[src/hdl/tfp_pkg.sv]
// Shared constants and types for the TLB / page-table translator.
`timescale 1ns / 1ps

package tfp_pkg;

	// Fixed field widths
	localparam int ADDR_W = 16;
	localparam int CNT_W  = 32;

	// Default sizing of the top level
	localparam int TLB_ENTRIES_DEF = 16;
	localparam int PAGE_COUNT_DEF  = 256;
	localparam int OFFSET_BITS_DEF = 8;

	// Result tuser bit positions and width
	localparam int TU_HIT   = 0;
	localparam int TU_FAULT = 1;
	localparam int TU_DIRTY = 2;
	localparam int TU_W     = 3;

	// Write commands from the lookup control to the page table
	typedef struct packed {
		logic fault_wr;  // page becomes valid, frame is stored
		logic evict_wr;  // evicted TLB entry marks its page dirty
	} pt_cmd_t;

endpackage

[src/hdl/tfp_tlb_cell.sv]
// One TLB entry of the shifting FIFO chain: holds tag, frame, valid and dirty.
`timescale 1ns / 1ps

module tfp_tlb_cell #(
	parameter int TAG_W = 8
) (
	input  logic             clk,
	input  logic             arst_n,
	input  logic             shift,
	input  logic             mark_dirty,
	input  logic [TAG_W-1:0] lookup_page,
	input  logic             in_valid,
	input  logic             in_dirty,
	input  logic [TAG_W-1:0] in_tag,
	input  logic [TAG_W-1:0] in_frame,
	output logic             valid,
	output logic             dirty,
	output logic [TAG_W-1:0] tag,
	output logic [TAG_W-1:0] frame,
	output logic             match
);

	logic             valid_q;
	logic             dirty_q;
	logic [TAG_W-1:0] tag_q;
	logic [TAG_W-1:0] frame_q;

	// Control bits: take the neighbor's entry on a shift, else set dirty on a write hit
	always_ff @(posedge clk or negedge arst_n) begin
		if (!arst_n) begin
			valid_q <= 1'b0;
			dirty_q <= 1'b0;
		end else if (shift) begin
			valid_q <= in_valid;
			dirty_q <= in_dirty;
		end else if (mark_dirty && match) begin
			dirty_q <= 1'b1;
		end
	end

	// Payload moves with the chain
	always_ff @(posedge clk) begin
		if (shift) begin
			tag_q   <= in_tag;
			frame_q <= in_frame;
		end
	end

	assign match = valid_q && (tag_q == lookup_page);
	assign valid = valid_q;
	assign dirty = dirty_q;
	assign tag   = tag_q;
	assign frame = frame_q;

endmodule

[src/hdl/tfp_page_table.sv]
// Page table: frame, valid and dirty memories with a clearing pass after reset.
`timescale 1ns / 1ps

module tfp_page_table #(
	parameter int PAGE_COUNT = tfp_pkg::PAGE_COUNT_DEF,
	parameter int PAGE_W     = $clog2(PAGE_COUNT)
) (
	input  logic                clk,
	input  logic                arst_n,
	input  logic                rd_en,
	input  logic [PAGE_W-1:0]   rd_page,
	input  tfp_pkg::pt_cmd_t    cmd,
	input  logic [PAGE_W-1:0]   wr_page,
	input  logic [PAGE_W-1:0]   fault_frame,
	input  logic [PAGE_W-1:0]   evict_page,
	output logic                rd_valid,
	output logic                rd_dirty,
	output logic [PAGE_W-1:0]   rd_frame,
	output logic                busy
);

	logic              valid_mem [PAGE_COUNT];
	logic              dirty_mem [PAGE_COUNT];
	logic [PAGE_W-1:0] frame_mem [PAGE_COUNT];

	logic              clr_busy_q;
	logic [PAGE_W-1:0] clr_idx_q;

	logic              rd_valid_q;
	logic              rd_dirty_q;
	logic [PAGE_W-1:0] rd_frame_q;

	// Clearing sweep, one entry per cycle
	always_ff @(posedge clk or negedge arst_n) begin
		if (!arst_n) begin
			clr_busy_q <= 1'b1;
			clr_idx_q  <= '0;
		end else if (clr_busy_q) begin
			clr_idx_q <= clr_idx_q + 1'b1;
			if (clr_idx_q == PAGE_W'(PAGE_COUNT - 1))
				clr_busy_q <= 1'b0;
		end
	end

	// Valid memory: cleared by the sweep, set on a fault
	always_ff @(posedge clk) begin
		if (clr_busy_q)
			valid_mem[clr_idx_q] <= 1'b0;
		else if (cmd.fault_wr)
			valid_mem[wr_page] <= 1'b1;
		if (rd_en)
			rd_valid_q <= valid_mem[rd_page];
	end

	// Dirty memory: cleared by the sweep, set by a dirty eviction
	always_ff @(posedge clk) begin
		if (clr_busy_q)
			dirty_mem[clr_idx_q] <= 1'b0;
		else if (cmd.evict_wr)
			dirty_mem[evict_page] <= 1'b1;
		if (rd_en)
			rd_dirty_q <= dirty_mem[rd_page];
	end

	// Frame memory: written once per page on its fault, never cleared
	always_ff @(posedge clk) begin
		if (cmd.fault_wr)
			frame_mem[wr_page] <= fault_frame;
		if (rd_en)
			rd_frame_q <= frame_mem[rd_page];
	end

	assign rd_valid = rd_valid_q;
	assign rd_dirty = rd_dirty_q;
	assign rd_frame = rd_frame_q;
	assign busy     = clr_busy_q;

endmodule

[src/hdl/tlb_fifo_page_translator.sv]
// Top level: address translator with a FIFO-replaced TLB chain and a page table.
`timescale 1ns / 1ps

// Input channel s_*: one logical address per item, tuser carries the write flag.
// Output channel m_*: one translation per item: physical address and running
// hit / fault counts in tdata, hit, fault and dirty flags in tuser.
// On accept the page-table memories are read and the item enters the lookup
// state; the lookup step then searches the TLB cell chain, writes back the page
// table, shifts the chain on a miss and loads the output register, which drives
// m_tvalid. The page-table read-then-write-back sets the rate: the next item is
// taken only after the write-back. The output register frees s_tready for the
// next item while a result waits; a stalled m_tready holds the result and the
// next item waits in the lookup step until the output register is taken.
// After reset the page table runs a clearing pass with s_tready low; the TLB and
// the counters clear at once. PAGE_COUNT must be a power of two; the block does
// not enforce it. Page numbers wrap modulo PAGE_COUNT.
module tlb_fifo_page_translator #(
	parameter int TLB_ENTRIES = tfp_pkg::TLB_ENTRIES_DEF,
	parameter int PAGE_COUNT  = tfp_pkg::PAGE_COUNT_DEF,
	parameter int OFFSET_BITS = tfp_pkg::OFFSET_BITS_DEF
) (
	input  logic                       clk,
	input  logic                       arst_n,
	input  logic                       s_tvalid,
	output logic                       s_tready,
	input  logic [15:0]                s_tdata,   // [15:0] vaddr
	input  logic [0:0]                 s_tuser,   // [0] write_access
	output logic                       m_tvalid,
	input  logic                       m_tready,
	output logic [79:0]                m_tdata,   // [15:0] paddr, [47:16] hit_total,
	                                              // [79:48] fault_total
	output logic [tfp_pkg::TU_W-1:0]   m_tuser    // [0] tlb_hit, [1] page_fault, [2] page_dirty
);

	localparam int PAGE_W = $clog2(PAGE_COUNT);
	localparam int ADDR_W = tfp_pkg::ADDR_W;
	localparam int CNT_W  = tfp_pkg::CNT_W;

	typedef enum logic [1:0] {
		ST_IDLE = 2'b01,
		ST_LOOK = 2'b10
	} state_t;

	state_t state_q;

	// Accepted item
	logic [PAGE_W-1:0]      page_s1;
	logic [OFFSET_BITS-1:0] offset_s1;
	logic                   wr_s1;

	// Page table
	logic             pt_rd_valid;
	logic             pt_rd_dirty;
	logic [PAGE_W-1:0] pt_rd_frame;
	logic             pt_busy;
	tfp_pkg::pt_cmd_t pt_cmd;

	// TLB chain
	logic              cell_valid  [TLB_ENTRIES];
	logic              cell_dirty  [TLB_ENTRIES];
	logic [PAGE_W-1:0] cell_tag    [TLB_ENTRIES];
	logic [PAGE_W-1:0] cell_frame  [TLB_ENTRIES];
	logic              chain_valid [TLB_ENTRIES];
	logic              chain_dirty [TLB_ENTRIES];
	logic [PAGE_W-1:0] chain_tag   [TLB_ENTRIES];
	logic [PAGE_W-1:0] chain_frame [TLB_ENTRIES];
	logic [TLB_ENTRIES-1:0] match_vec;

	// Counters and frame allocator
	logic [CNT_W-1:0]  hit_cnt_q;
	logic [CNT_W-1:0]  fault_cnt_q;
	logic [PAGE_W:0]   free_q;

	// Output register
	logic              out_valid_q;
	logic [ADDR_W-1:0] out_phys_q;
	logic              out_hit_q;
	logic              out_fault_q;
	logic              out_dirty_q;
	logic [CNT_W-1:0]  out_hits_q;
	logic [CNT_W-1:0]  out_faults_q;

	logic              s_accept;
	logic              do_look;
	logic              hit;
	logic              fault;
	logic              tlb_insert;
	logic              tlb_mark;
	logic              hit_dirty;
	logic [PAGE_W-1:0] hit_frame;
	logic [PAGE_W-1:0] new_frame;
	logic              new_dirty;
	logic [PAGE_W-1:0] use_frame;
	logic              use_dirty;
	logic [ADDR_W-1:0] addr_shift;
	logic [PAGE_W-1:0] in_page;

	// Input split
	assign addr_shift = s_tdata[ADDR_W-1:0] >> OFFSET_BITS;
	assign in_page    = PAGE_W'(addr_shift);

	assign s_tready = (state_q == ST_IDLE) && !pt_busy;
	assign s_accept = s_tvalid && s_tready;
	assign do_look  = (state_q == ST_LOOK) && (!out_valid_q || m_tready);

	// Control
	always_ff @(posedge clk or negedge arst_n) begin
		if (!arst_n) begin
			state_q <= ST_IDLE;
		end else begin
			case (state_q)
				ST_IDLE: if (s_accept) state_q <= ST_LOOK;
				ST_LOOK: if (do_look) state_q <= ST_IDLE;
				default: state_q <= ST_IDLE;
			endcase
		end
	end

	// Capture the accepted item
	always_ff @(posedge clk) begin
		if (s_accept) begin
			page_s1   <= in_page;
			offset_s1 <= s_tdata[OFFSET_BITS-1:0];
			wr_s1     <= s_tuser[0];
		end
	end

	tfp_page_table #(
		.PAGE_COUNT (PAGE_COUNT),
		.PAGE_W     (PAGE_W)
	) u_pt (
		.clk         (clk),
		.arst_n      (arst_n),
		.rd_en       (s_accept),
		.rd_page     (in_page),
		.cmd         (pt_cmd),
		.wr_page     (page_s1),
		.fault_frame (free_q[PAGE_W-1:0]),
		.evict_page  (cell_tag[TLB_ENTRIES-1]),
		.rd_valid    (pt_rd_valid),
		.rd_dirty    (pt_rd_dirty),
		.rd_frame    (pt_rd_frame),
		.busy        (pt_busy)
	);

	// Hit selection over the chain's match lines
	always_comb begin
		hit_frame = '0;
		hit_dirty = 1'b0;
		for (int i = 0; i < TLB_ENTRIES; i++) begin
			hit_frame = hit_frame | (match_vec[i] ? cell_frame[i] : '0);
			hit_dirty = hit_dirty | (match_vec[i] & cell_dirty[i]);
		end
	end

	assign hit        = |match_vec;
	assign fault      = !hit && !pt_rd_valid;
	assign new_frame  = pt_rd_valid ? pt_rd_frame : free_q[PAGE_W-1:0];
	assign new_dirty  = pt_rd_dirty | wr_s1;
	assign tlb_insert = do_look && !hit;
	assign tlb_mark   = do_look && hit && wr_s1;
	assign use_frame  = hit ? hit_frame : new_frame;
	assign use_dirty  = hit ? (hit_dirty | wr_s1) : new_dirty;

	assign pt_cmd.fault_wr = tlb_insert && !pt_rd_valid;
	assign pt_cmd.evict_wr = tlb_insert && cell_valid[TLB_ENTRIES-1] &&
	                         cell_dirty[TLB_ENTRIES-1];

	// Chain inputs: new entry enters at cell 0, each cell takes its left neighbor
	always_comb begin
		chain_valid[0] = 1'b1;
		chain_dirty[0] = new_dirty;
		chain_tag[0]   = page_s1;
		chain_frame[0] = new_frame;
		for (int i = 1; i < TLB_ENTRIES; i++) begin
			chain_valid[i] = cell_valid[i-1];
			chain_dirty[i] = cell_dirty[i-1];
			chain_tag[i]   = cell_tag[i-1];
			chain_frame[i] = cell_frame[i-1];
		end
	end

	for (genvar g = 0; g < TLB_ENTRIES; g++) begin : g_cell
		tfp_tlb_cell #(
			.TAG_W (PAGE_W)
		) u_cell (
			.clk         (clk),
			.arst_n      (arst_n),
			.shift       (tlb_insert),
			.mark_dirty  (tlb_mark),
			.lookup_page (page_s1),
			.in_valid    (chain_valid[g]),
			.in_dirty    (chain_dirty[g]),
			.in_tag      (chain_tag[g]),
			.in_frame    (chain_frame[g]),
			.valid       (cell_valid[g]),
			.dirty       (cell_dirty[g]),
			.tag         (cell_tag[g]),
			.frame       (cell_frame[g]),
			.match       (match_vec[g])
		);
	end

	// Counters and next free frame
	always_ff @(posedge clk or negedge arst_n) begin
		if (!arst_n) begin
			hit_cnt_q   <= '0;
			fault_cnt_q <= '0;
			free_q      <= '0;
		end else if (do_look) begin
			if (hit)
				hit_cnt_q <= hit_cnt_q + 1'b1;
			if (fault) begin
				fault_cnt_q <= fault_cnt_q + 1'b1;
				if (free_q < (PAGE_W + 1)'(PAGE_COUNT))
					free_q <= free_q + 1'b1;
			end
		end
	end

	// Output register
	always_ff @(posedge clk or negedge arst_n) begin
		if (!arst_n)
			out_valid_q <= 1'b0;
		else if (do_look)
			out_valid_q <= 1'b1;
		else if (m_tready)
			out_valid_q <= 1'b0;
	end

	always_ff @(posedge clk) begin
		if (do_look) begin
			out_phys_q   <= ADDR_W'({use_frame, offset_s1});
			out_hit_q    <= hit;
			out_fault_q  <= fault;
			out_dirty_q  <= use_dirty;
			out_hits_q   <= hit ? hit_cnt_q + 1'b1 : hit_cnt_q;
			out_faults_q <= fault ? fault_cnt_q + 1'b1 : fault_cnt_q;
		end
	end

	assign m_tvalid                  = out_valid_q;
	assign m_tdata                   = {out_faults_q, out_hits_q, out_phys_q};
	assign m_tuser[tfp_pkg::TU_HIT]   = out_hit_q;
	assign m_tuser[tfp_pkg::TU_FAULT] = out_fault_q;
	assign m_tuser[tfp_pkg::TU_DIRTY] = out_dirty_q;

	// No input taken while the page table is being cleared
	a_no_accept_in_clear: assert property (@(posedge clk) disable iff (!arst_n)
		pt_busy |-> !s_tready)
		else $error("item accepted during page-table clearing");

	// A page is held by at most one TLB entry
	a_unique_tag: assert property (@(posedge clk) disable iff (!arst_n)
		(state_q == ST_LOOK) |-> $onehot0(match_vec))
		else $error("page matched in more than one TLB entry");

	// A fault result never claims a TLB hit
	a_fault_no_hit: assert property (@(posedge clk) disable iff (!arst_n)
		m_tvalid |-> !(m_tuser[tfp_pkg::TU_HIT] && m_tuser[tfp_pkg::TU_FAULT]))
		else $error("result marked both hit and fault");

	// A fault bumps the fault count by one
	a_fault_count: assert property (@(posedge clk) disable iff (!arst_n)
		(do_look && fault) |=> (fault_cnt_q == $past(fault_cnt_q) + 1'b1))
		else $error("fault count did not advance on a fault");

endmodule
[config.mk]
export PLATFORM = sky130hd
export DESIGN_NAME = tlb_fifo_page_translator
export DESIGN_NICKNAME = d
export VERILOG_FILES = /design/src/hdl/tfp_pkg.sv /design/src/hdl/tfp_tlb_cell.sv /design/src/hdl/tfp_page_table.sv /design/src/hdl/tlb_fifo_page_translator.sv
export SDC_FILE = /design/constraint.sdc
export NUM_CORES = 2
export LEC_CHECK = 0
export CAP_MARGIN = 0
export CORE_AREA = 2 2 474 476
export CTS_CLUSTER_DIAMETER = 50
export DETAILED_ROUTE_END_ITERATION = 12
export DIE_AREA = 0 0 476 478
export DONT_BUFFER_PORTS = 1
export HOLD_SLACK_MARGIN = 0.12
export MAX_ROUTING_LAYER = met4
export PLACE_DENSITY = 0.7
export SLEW_MARGIN = 20
export SYNTH_ARGS = -nofsm -noshare
export SYNTH_HDL_FRONTEND = slang
export SYNTH_HIERARCHICAL = 1
export SYNTH_SLANG_ARGS = --single-unit
[constraint.sdc]
create_clock -name clk -period 26.7 [get_ports clk]
set_input_delay 4.005 -clock clk [delete_from_list [all_inputs] [get_ports clk]]
set_output_delay 4.005 -clock clk [all_outputs]
set_load 0.02 [all_outputs]
### Word-level counts from Yosys, hierarchy flattened

Memory sizes are Yosys's and may differ from the RTL's. A register that Yosys moved wholly into a read port is not among the register bits.
Cells that the tools add are included.

| operators by class | value |
|---|---|
| multiply operators | 0 |
| reductions and logical operators | 69 |
| mux-type cells | 75 |
| shifts and indexed selects | 0 |
| equal/unequal tests | 21 |
| add/subtract/negate cells | 4 |
| magnitude comparators | 1 |
| bitwise gates (word level) | 48 |
| divide/modulo/power cells | 0 |

Operator list:

| operator | number |
|---|---|
| 8-bit two-way mux | 20 |
| 8-bit equality test | 16 |
| 8-bit bitwise OR | 15 |
| 32-bit by 1-bit adder with 32-bit output (second input constant) | 2 |
| 32-bit two-way mux | 2 |
| 1-bit two-way mux | 50 |
| 1-bit logical AND | 42 |
| 2-bit nonzero test | 17 |
| 1-bit bitwise OR | 17 |
| 1-bit AND | 16 |
| 16-bit OR reduction | 1 |
| 9-bit by 1-bit adder with 9-bit output (second input constant) | 1 |
| 9-bit < comparator (second input constant) | 1 |
| 8-bit by 1-bit adder with 8-bit output (second input constant) | 1 |
| 8-bit equality test (second input constant) | 1 |
| 1-bit logical NOT | 4 |
| 2-bit two-way mux | 2 |
| 2-bit != test (second input constant) | 2 |
| 2-bit one-hot mux with 2 select lines | 1 |
| 3-bit AND reduction | 1 |
| 2-bit by 1-bit equality test with 1-bit output (second input constant) | 1 |
| 2-bit equality test (second input constant) | 1 |
| 2-bit AND reduction | 1 |
| 1-bit OR reduction | 2 |
| 1-bit logical OR | 1 |

| storage, ports and cells | value |
|---|---|
| memories | 3 |
| output and inout bits | 85 |
| ROM bits | 0 |
| word-level logic and storage cells | 301 |
| bits in writable memories | 2560 |
| flip-flop bits (word level) | 473 |
| latch bits | 0 |
| input port bits | 21 |

Memories:

| name | words | bits a word | read ports | clocked after Yosys merged registers in | wr ports | line | source |
|---|---|---|---|---|---|---|---|
| u_pt.frame_mem | 256 | 8 | 1 | 1 | 1 | tfp_page_table.sv:24 | `logic [PAGE_W-1:0] frame_mem [PAGE_COUNT];` |
| u_pt.dirty_mem | 256 | 1 | 1 | 1 | 1 | tfp_page_table.sv:23 | `logic dirty_mem [PAGE_COUNT];` |
| u_pt.valid_mem | 256 | 1 | 1 | 1 | 1 | tfp_page_table.sv:22 | `logic valid_mem [PAGE_COUNT];` |

### Logic depth before layout (Yosys ltp)

| logic depth | value |
|---|---|
| depth after elaboration | 20 |
| mapped depth | 19 |
| depth with buffers taken out | 16 |

### Cells and area by module

Netlist, hierarchy kept.

Modules (own cells, without submodules):

| module | cells an instance | area an instance (um^2) | instances | sequential area each (um^2) |
|---|---|---|---|---|
| tfp_page_table | 5427 | 102502.1 | 1 | 77400.5 |
| tfp_tlb_cell | 34 | 659.4 | 16 | 530.5 |
| tlb_fifo_page_translator | 734 | 8625.8 | 1 | 4906.0 |

### Worst setup path after synthesis

No wires, ideal clock.

| timing | value |
|---|---|
| path type | input -> register |
| start point | in m_tready |
| end point | mem u_pt.dirty_mem[108], enable pin |
| buffers on the path | 2 |
| library setup time | 300 ps |
| arrival | 18350 ps |
| slack | 8050 ps |
| stages | 12 |
| data required time | 26400 ps |
| path through | nand2b_1 -> nand2_1 -> nor2_2 -> and3_1 -> nand2b_1 -> inv_1 -> buf_1 -> nand3_1 -> nand2_1 -> nand2_1 -> clkbuf_1 -> nor2_1 |

RTL lines:

| what | line | source |
|---|---|---|
| from (decl) | tlb_fifo_page_translator.sv:29 | `input logic m_tready,` |
| to (decl) | tfp_page_table.sv:23 |  |

==> results.yml <==
timing:
  skew_ns: 0.0543
  finalCritPeriodShare_pct: 31.0
  grt_setup_unrepaired: "no"
  setup_violations: 0
  setup_slack_ns: 18.41
  slew_violations: 0
  relSlewSlack_pct: 7.49
  setup_tns_ns: 0
  final-hold-violation-count: 0
  fmax_mhz: 121
  period_needed_ns: 8.29
  timing.hold.ws_ns: 0.421
  tightest_slew_ns: 1.38
run_status:
  outcome: "finished clean"
setup_path:
  arrival_ns: 8.91
  crit_path_max_incr_delay_ns: 1.12
  reg2reg_setup_slack_ns: 20.04
  critical_path.cell_chain: "buf_16, buf_16, buf_16, mux4_2, a22o_1, a221oi_1, o21bai_1, nor3_1, nor4_2"
  start_kind: "input pin"
  r2r_start: "page_s1[5]$_DFFE_PP_"
  crit_top_cell: "buf_16"
  reg2reg_to: "u_pt/valid_mem[94]$_DFFE_PP_"
  cp_max_fo: 213
  crit_type: "in2reg"
  ff2ff_path_depth: 16
  cp_slowest_cell: "nor3_1"
  critical_path.endpoint_type: "register"
  required_ns: 27.33
global_route:
  grt_pass1_wl_um: 422000
  antenna_found_initial: 7
  grt_usage_pct: 26.0
  overflow: 0
  grt_max_degree: 681
  grt_pass1_vias: 62800
clock_tree:
  clkTransAtPathRegs_ns: 0.06
  cts_setup_buffers: 0
  hold_buffers: 0
  root_buffer: "clkbuf_16"
  cts_made_buffers: 325
  tritoncts: "done"
  cts-resized-gates: 0
  cts_sinks: 3043
  clk_latency_ns: 0.97
  htreeDepth: 5
  cts.path.max_buffers: 4
detailed_routing:
  viasPerCell: 6.42
  wl_um: 290000
  drt.antenna.violating_nets: 0
  route.detailed.drc: 0
  vias: 64000
  dr.pass1.iters: 5
  drt-initial-drc-count: 8399
  routedWlPerCell_um: 29.1
die:
  chipHeight_um: 478
  row_count: 174
  die_area_um2: 228000
  initial_utilization_pct: 54.5
  ioPinCount: 106
  die_w_um: 476
  core_um2: 223000
worst_hold_path:
  min_from: "offset_s1[0]$_DFFE_PP_"
  min_path_cells: 0
  hold-path-endpoint: "out_phys_q[0]$_DFFE_PP_"
  hold_path.class: "reg2reg"
finish:
  layout-drive-gt1-share_pct: 16.8
  nFillCells: 15700
  areaGrowthSynthToFinish_pct: 10.2
  final_cell_mix: "edfxtp_1, nor2_1, mux4_2"
  multi_input_area_um2: 28600
  ff_latch_area_um2: 90800
  final_nets: 6767
  fin_util_pct: 60.1
  final_common_cell: "edfxtp_1"
logic_synthesis:
  synth_area_um2: 122000
  synth-compound-area-share_pct: 3.96
  synth_top_cell_by_area: "edfxtp_1"
  seq_area_frac_synth_pct: 74.6
  async_flop_share_pct: 3.84
  synthAdderAreaFrac_pct: 0.0411
  yosysWarnings: 6
  synth_area_per_cell_um2: 18.1
  netlist_top_cells_area: "edfxtp_1, mux4_2, nor2_1, dfrtp_1, mux2i_1"
  synth_nets: 6730
  synthXorXnorAreaFrac_pct: 1.91
  synth_enable_flop_cells: 2926
  ys_ff_latch: 3043
  synth.distinct_cells: 80
  synth_ff_type: "edfxtp_1"
  netlist.area_leader.share_pct: 72.2
  muxShareOfSynthArea_pct: 11.9
  synth-simple-area-share_pct: 5.60
  synth_top_family_by_area: "multiplexers"
  netlist_instances: 6705
power:
  p_per_area_nw_per_um2: 75.4
  ir_drop_v: 0.0000852
  power_leakage_nw: 43.2
placed_design:
  gp_congestion: 0.868
  dp_slack_ns: 17.49
  place_hpwl_um: 167000
  io_buffers: 0
job:
  drv_cap: 0
registers in the layout, summed over array words and instances, names as in the netlist, 9 cells and up:
name	count
hit_cnt_q	32
free_q	9
g_cell.u_cell/valid	16
g_cell.u_cell/dirty	16
out_hits_q	32
fault_cnt_q	32
out_phys_q	16
out_faults_q	32
u_pt/dirty_mem	256
g_cell.u_cell/tag	128
u_pt/valid_mem	256
g_cell.u_cell/frame	128
u_pt/frame_mem	2048
cell families after synthesis:
| logic type | Yosys count |
|---|---|
| compound gates | 670 |
| xor+xnor | 266 |
| fa+ha+maj | 4 |
| buf+inv | 417 |
| flops | 3043 |
| mux | 781 |
| other cells | 1 |
| simple gates | 1523 |
report_power, final:
| part | internal (W) | switching [W] | total, W |
|---|---|---|---|
| logic | 0.000132 | 0.000358 | 0.000490 |
| registers | 0.00539 | 0.0000726 | 0.00547 |
| clock network | 0.00237 | 0.00178 | 0.00415 |
metal layers:
metal	GRT usage, %	vias to the layer above	wire length, µm
li1	-	26800	-
met1	35.7	33200	113000
met2	40.1	3395	140000
met3	4.66	542	27600
met4	8.33	0	9630
met5	-	-	0
worst max path at each step:
stage / startpoint / end / slack, ns / cells past startpoint
after global placement: m_tready / u_pt/valid_mem[84]$_DFFE_PP_ / 17.79 / 12
final: s_tdata[9] / u_pt/rd_frame[1]$_DFFE_PP_ / 18.41 / 9
after floorplan: m_tready / u_pt/dirty_mem[108]$_DFFE_PP_ / 8.05 / 12
after detailed placement: m_tready / u_pt/valid_mem[0]$_DFFE_PP_ / 17.49 / 12
after CTS: m_tready / u_pt/valid_mem[0]$_DFFE_PP_ / 18.47 / 12
after global routing: m_tready / u_pt/valid_mem[93]$_DFFE_PP_ / 18.30 / 12
Yosys cell counts, types with 42 or more instances:
cell      instances
a21oi_1         113
a221oi_1         45
a22oi_1         235
buf_2            89
buf_6            42
clkbuf_1        192
dfrtp_1         115
edfxtp_1       2926
mux2i_1         215
mux4_2          533
nand2_1         210
nand3_1         127
nand4_1          58
nor2_1          871
nor3_1           73
o221ai_1         42
o22ai_1          54
xnor2_1         160
xor2_1          106
worst max-delay path, delay by kind of cell:
| kind | cells | cell delay, ns |
|---|---|---|
| multiplexers | 1 | 0.43 |
| AND/OR/NAND/NOR | 2 | 1.23 |
| AO/OA/AOI/OAI | 3 | 0.94 |
| buffers and inverters | 3 | 1.76 |
final cells by class:
cell class,instances,share of cell area (%)
Timing Repair Buffer,109,0.843
Antenna cell,3,0.00560
Tap cell,2992,2.79
Clock inverter,150,0.735
Clock buffer,405,6.47
Multi-Input combinational cell,3245,21.3
Sequential cell,3043,67.8
Inverter,18,0.0597
stage by stage:
stage	total power, W	instances	cell area, µm²
floorplan	0.00588	6705	122000
global placement	0.00598	9393	124000
detailed placement	0.00600	9394	124000
CTS	0.0101	9949	134000
global route	0.0104	9965	134000
finish	0.0101	9965	134000
No activity file was read; power rests on OpenSTA's default activity.
